### config.mk
export PLATFORM = sky130hd
export DESIGN_NAME = lmss_ctrl
export DESIGN_NICKNAME = d
export VERILOG_FILES = /design/src/rtl/lcd_mode_sequencer_with_sprite_scan_assert.svh /design/src/rtl/lmss_pkg.sv /design/src/rtl/lmss_ctrl.sv
export SDC_FILE = /design/constraint.sdc
export NUM_CORES = 1
export LEC_CHECK = 0
export BUFFER_PORTS_ARGS = -buffer_cell sky130_fd_sc_hd__buf_2
export CAP_MARGIN = 30
export CORE_AREA = 2 2 39 41
export CTS_BUF_LIST = sky130_fd_sc_hd__clkbuf_8
export DETAILED_ROUTE_END_ITERATION = 16
export DIE_AREA = 0 0 41 43
export PLACE_DENSITY_LB_ADDON = 0.12
export SYNTH_ARGS = -nofsm -noshare
export SYNTH_HDL_FRONTEND = slang
export SYNTH_SLANG_ARGS = --single-unit
### constraint.sdc
create_clock -name aclk -period 1.2 [get_ports aclk]
set_input_delay 0.24 -clock aclk [delete_from_list [all_inputs] [get_ports aclk]]
set_output_delay 0.24 -clock aclk [all_outputs]
set_load 0.05 [all_outputs]
### src/rtl/lcd_mode_sequencer_with_sprite_scan_assert.svh
`ifndef LCD_MODE_SEQUENCER_WITH_SPRITE_SCAN_ASSERT_SVH
`define LCD_MODE_SEQUENCER_WITH_SPRITE_SCAN_ASSERT_SVH

// Same-cycle implication, sampled on aclk, off while aresetn is low.
`define LMSS_ASSERT_IMPL(lbl, ante, cons, msg) \
    lbl: assert property (@(posedge aclk) disable iff (!aresetn) (ante) |-> (cons)) \
        else $error(msg);

// Next-cycle implication, sampled on aclk, off while aresetn is low.
`define LMSS_ASSERT_NEXT(lbl, ante, cons, msg) \
    lbl: assert property (@(posedge aclk) disable iff (!aresetn) (ante) |=> (cons)) \
        else $error(msg);

`endif

### src/rtl/lmss_pkg.sv
package lmss_pkg;

    localparam int OAM_ENTRIES      = 40;
    localparam int MAX_LINE_SPRITES = 10;
    localparam int VRAM_BYTES       = 8192;

    localparam int VRAM_AW    = $clog2(VRAM_BYTES);
    localparam int OBJ_BYTES  = 160;
    localparam int OAM_WORDS  = OBJ_BYTES / 4;
    localparam int OAM_WAW    = $clog2(OAM_WORDS);
    localparam int SPRITE_CAP = (MAX_LINE_SPRITES < 15) ? MAX_LINE_SPRITES : 15;

    typedef enum logic [1:0] {
        OP_ADVANCE = 2'd0,
        OP_READ    = 2'd1,
        OP_WRITE   = 2'd2,
        OP_NONE    = 2'd3
    } op_t;

    typedef enum logic [1:0] {
        MODE_HBLANK   = 2'd0,
        MODE_VBLANK   = 2'd1,
        MODE_OAM_SCAN = 2'd2,
        MODE_DRAW     = 2'd3
    } mode_t;

    localparam logic [13:0] LEN_OAM_SCAN = 14'd80;
    localparam logic [13:0] LEN_DRAW     = 14'd172;
    localparam logic [13:0] LEN_HBLANK   = 14'd376;
    localparam logic [13:0] LEN_VBLANK   = 14'd4560;

    localparam logic [7:0] FIRST_VBLANK_LINE = 8'd144;
    localparam logic [7:0] UNMAPPED_BYTE     = 8'hFF;
    localparam logic [7:0] LCD_STATUS_VALUE  = 8'h00;

    localparam logic [15:0] ADDR_LCD_CONTROL = 16'hFF40;
    localparam logic [15:0] ADDR_LCD_STATUS  = 16'hFF41;
    localparam logic [15:0] ADDR_SCROLL_Y    = 16'hFF42;
    localparam logic [15:0] ADDR_SCROLL_X    = 16'hFF43;
    localparam logic [15:0] ADDR_LINE        = 16'hFF44;
    localparam logic [15:0] ADDR_LINE_CMP    = 16'hFF45;
    localparam logic [15:0] ADDR_PALETTE_0   = 16'hFF47;
    localparam logic [15:0] ADDR_PALETTE_1   = 16'hFF48;
    localparam logic [15:0] ADDR_PALETTE_2   = 16'hFF49;
    localparam logic [15:0] ADDR_WINDOW_Y    = 16'hFF4A;
    localparam logic [15:0] ADDR_WINDOW_X    = 16'hFF4B;

    typedef enum logic [1:0] {
        ST_IDLE,
        ST_EXEC,
        ST_SCAN,
        ST_RESULT
    } state_t;

    typedef struct packed {
        logic take;
        logic exec;
        logic scan;
        logic emit;
    } cmd_t;

    typedef struct packed {
        logic scan_req;
        logic scan_more;
        logic scan_pend;
        logic out_free;
    } sts_t;

endpackage

### src/rtl/lmss_ctrl.sv
module lmss_ctrl
    import lmss_pkg::*;
(
    input  logic aclk,
    input  logic aresetn,
    input  logic s_tvalid,
    output logic s_tready,
    input  sts_t sts,
    output cmd_t cmd
);

    state_t state_reg, state_next;

    always_ff @(posedge aclk) begin
        if (!aresetn) begin
            state_reg <= ST_IDLE;
        end else begin
            state_reg <= state_next;
        end
    end

    always_comb begin
        state_next = state_reg;
        cmd        = '0;
        s_tready   = 1'b0;
        case (state_reg)
            ST_IDLE: begin
                s_tready = 1'b1;
                if (s_tvalid) begin
                    cmd.take   = 1'b1;
                    state_next = ST_EXEC;
                end
            end
            ST_EXEC: begin
                cmd.exec   = 1'b1;
                state_next = sts.scan_req ? ST_SCAN : ST_RESULT;
            end
            ST_SCAN: begin
                cmd.scan = 1'b1;
                // leave once nothing is left to fetch; the last fetched entry
                // is compared in this same cycle
                if (!sts.scan_more) begin
                    state_next = ST_RESULT;
                end
            end
            ST_RESULT: begin
                if (sts.out_free) begin
                    cmd.emit   = 1'b1;
                    state_next = ST_IDLE;
                end
            end
            default: begin
                state_next = ST_IDLE;
            end
        endcase
    end

endmodule

==> flow_summary.json <==
{
  "run_status": "finished with violations",
  "violated_checks": "setup timing",
  "synth.largest_area_cell": "sky130_fd_sc_hd__ha_1",
  "yosysUniqueCellTypes": 13,
  "io_buffers": 10,
  "ys_top_cells_by_area": "sky130_fd_sc_hd__ha_1 26%, sky130_fd_sc_hd__dfxtp_1 21%, sky130_fd_sc_hd__inv_1 7.9%, sky130_fd_sc_hd__nand2_1 6.0%, sky130_fd_sc_hd__o2111a_1 6.0%",
  "setup_viol_count_final": 6,
  "ys_async_sr_fraction": 0,
  "post_drt_via_cell_ratio": 3.82,
  "syn_nets": 33,
  "clock.fmax_mhz": 771,
  "clock-sinks": 2,
  "maxSlewViolCount": 0,
  "cp.required_ns": 0.96,
  "critPathArrivalTime_ns": 1.06,
  "tns_ns": -0.420,
  "rows": 14,
  "critPathMaxStageDelay_ns": 0.36,
  "slew_headroom": 0.880,
  "layout.nets": 53,
  "final.setup.worst_slack_ns": -0.0963,
  "reg_power_frac": 0.114,
  "drt-initial-drc-count": 0,
  "drv.max_cap_violation_count": 0,
  "synth_common_cells": "4 x sky130_fd_sc_hd__ha_1, 4 x sky130_fd_sc_hd__inv_1, 3 x sky130_fd_sc_hd__nand2_1",
  "pwr-share-comb": 0.713,
  "global_route.overflow_total": 0,
  "setup_repair_after_global_routing_missed_its_margin": "yes",
  "setup.worst_path.start": "state_reg[1]",
  "routed_length_per_instance_um": 8.34,
  "worstSkewPairLatency_ns": 0.21,
  "io_pins": 12,
  "period_minus_slack_ns": 1.30,
  "power.internal_mw": 0.868,
  "grt_max_degree": 5,
  "clk_pin_slew_worst_paths_ns": 0.03,
  "regToRegEndpoint": "state_reg[0]",
  "hold_viol": 0,
  "power.leakage_nw": 0.202,
  "effective_utilization_at_floorplan": 0.137,
  "antenna_found_initial": 0,
  "firstDrtPassIters": 1,
  "classification_of_the_worst_setup_path": "reg2out",
  "timing.rr.start": "state_reg[1]",
  "route.final.wire_length_um": 467,
  "cp_max_fo": 4,
  "antennaDiodeCount": 0,
  "worst_pin_slew_ns": 0.180,
  "cts-hold-fix-buffers": 0,
  "tritoncts_buffer_count": 3,
  "utilization": 0.331,
  "final_min_period_over_clock_period": 1.08,
  "power.total_mw": 1.50,
  "drive_gt1_frac": 0.750,
  "power.share.switching": 0.421,
  "clock_power_share": 0.174,
  "clock_tree.root_cell": "sky130_fd_sc_hd__clkbuf_8",
  "min_path_cells": 2,
  "die_x_um": 41,
  "vias": 214,
  "finalClockSkew_ns": 0.000274,
  "syn_area_um2": 189,
  "netlist_instances": 22,
  "net_switching_mw": 0.632,
  "rrSetupSlack_ns": -0.04,
  "fp.dieArea_um2": 1760,
  "flip_flop_count_of_the_largest_register_after_layout": 2,
  "cts_tree": "done",
  "power_density_nw_per_um2": 3280,
  "grt.total_usage": 0.0720,
  "synthesis.yosys.warnings": 0,
  "dominantRegCellSynth": "sky130_fd_sc_hd__dfxtp_1",
  "synthToLayoutAreaGrowth_pct": 142,
  "drt_drc": 0,
  "core_area_um2": 1380,
  "min_path_type": "in2reg",
  "cp-endpoint": "cmd[3]",
  "synth_sequential_area_ratio": 0.212,
  "htreeDepth": 1,
  "die-height_um": 43,
  "timing.critical_path.slowest_stage_cell": "sky130_fd_sc_hd__dfxtp_4",
  "grt_pass1_vias": 211,
  "synth_edf_count": 0,
  "cts_max_path_buffers": 2,
  "drtAntennaViolNets": 0,
  "synth.top_cell.area_share": 0.265,
  "ff_latch_count_synth": 2,
  "sequence_of_cells_on_the_critical_path": "inv_4, ha_4, and2_4, buf_8",
  "pre_cts_ws_ns": -0.0307,
  "dp.final_hpwl_um": 373,
  "timing.critical_path.to_type": "primary output",
  "syn-mean-instance-area_um2": 8.59,
  "max-vdd-ir-drop_v": 0.000924,
  "startpoint_type": "flip-flop",
  "r2r_cells": 4,
  "gp_congestion": 0.679,
  "grt_first_pass_wirelength_um": 779
}
## area by class of cell
class	instances	area, um2
inverters	4	20.0
repair buffers	15	145
multi-input cells	16	184
fillers	154	926
well taps	16	20.0
clock buffers	3	41.3
flip-flops and latches	2	47.5
## cell families after synthesis
| kind of cell | count (synthesis) | share of synthesized area |
|---|---|---|
| muxes | 1 | 0.0530 |
| AOI/OAI and AO/OA | 3 | 0.166 |
| and+or+nand+nor | 8 | 0.225 |
| buffers and inverters | 4 | 0.0794 |
| DFF | 2 | 0.212 |
| adders and majority gates | 4 | 0.265 |
## routing by layer
layer  track usage  up-vias  wire (um)
li1              -      112          -
met1        0.0794       95        178
met2        0.0906        7        257
met3        0.0314        0         31
met4        0.0800        0          0
met5             0        -          0
## cell usage in the layout, fill, tap and decap left out, drive strengths merged
cell type,count
buf,15
ha,4
inv,4
clkbuf,3
nand2,3
dfxtp,2
and2,2
o221a,1
mux2i,1
nor2b,1
nand2b,1
o2111ai,1
nand3,1
o2111a,1
## per-stage QoR
step / hold WS [ns] / instance area (um2) / std cells
global placement: 0.486 / 320 / 52
floorplan: 0.372 / 220 / 22
finish: 0.299 / 458 / 56
global route: 0.304 / 458 / 56
detailed placement: 0.481 / 320 / 52
CTS: 0.294 / 427 / 55
## worst max-delay path: cells and delay by family (launching register included)
kind | cells | cell delay (ns)
DFF | 1 | 0.36
buffers and inverters | 2 | 0.18
adders and majority gates | 1 | 0.16
and+or+nand+nor | 1 | 0.14
## power by group through the flow
stage	clock network [mW]	registers [mW]	logic, mW
CTS	0.272	0.167	0.955
global placement	0	0.148	0.783
global route	0.276	0.178	1.15
detailed placement	0	0.146	0.782
floorplan	0	0.147	0.614
finish	0.261	0.171	1.07
## worst min-delay path by stage
stage,from,to,slack [ns]
2_1_floorplan,aresetn,state_reg[0],0.37
3_3_place_gp,state_reg[1],state_reg[1],0.49
3_5_place_dp,state_reg[1],state_reg[1],0.48
4_1_cts,aresetn,state_reg[1],0.29
5_1_grt,aresetn,state_reg[1],0.30
6_report,aresetn,state_reg[0],0.30
## repair_timing
item	CTS	global route
buffers inserted	0	1
resized for setup	19	8
setup endpoints to repair	6	7
pin swaps	4	2
(Power assumes the default switching activity.)
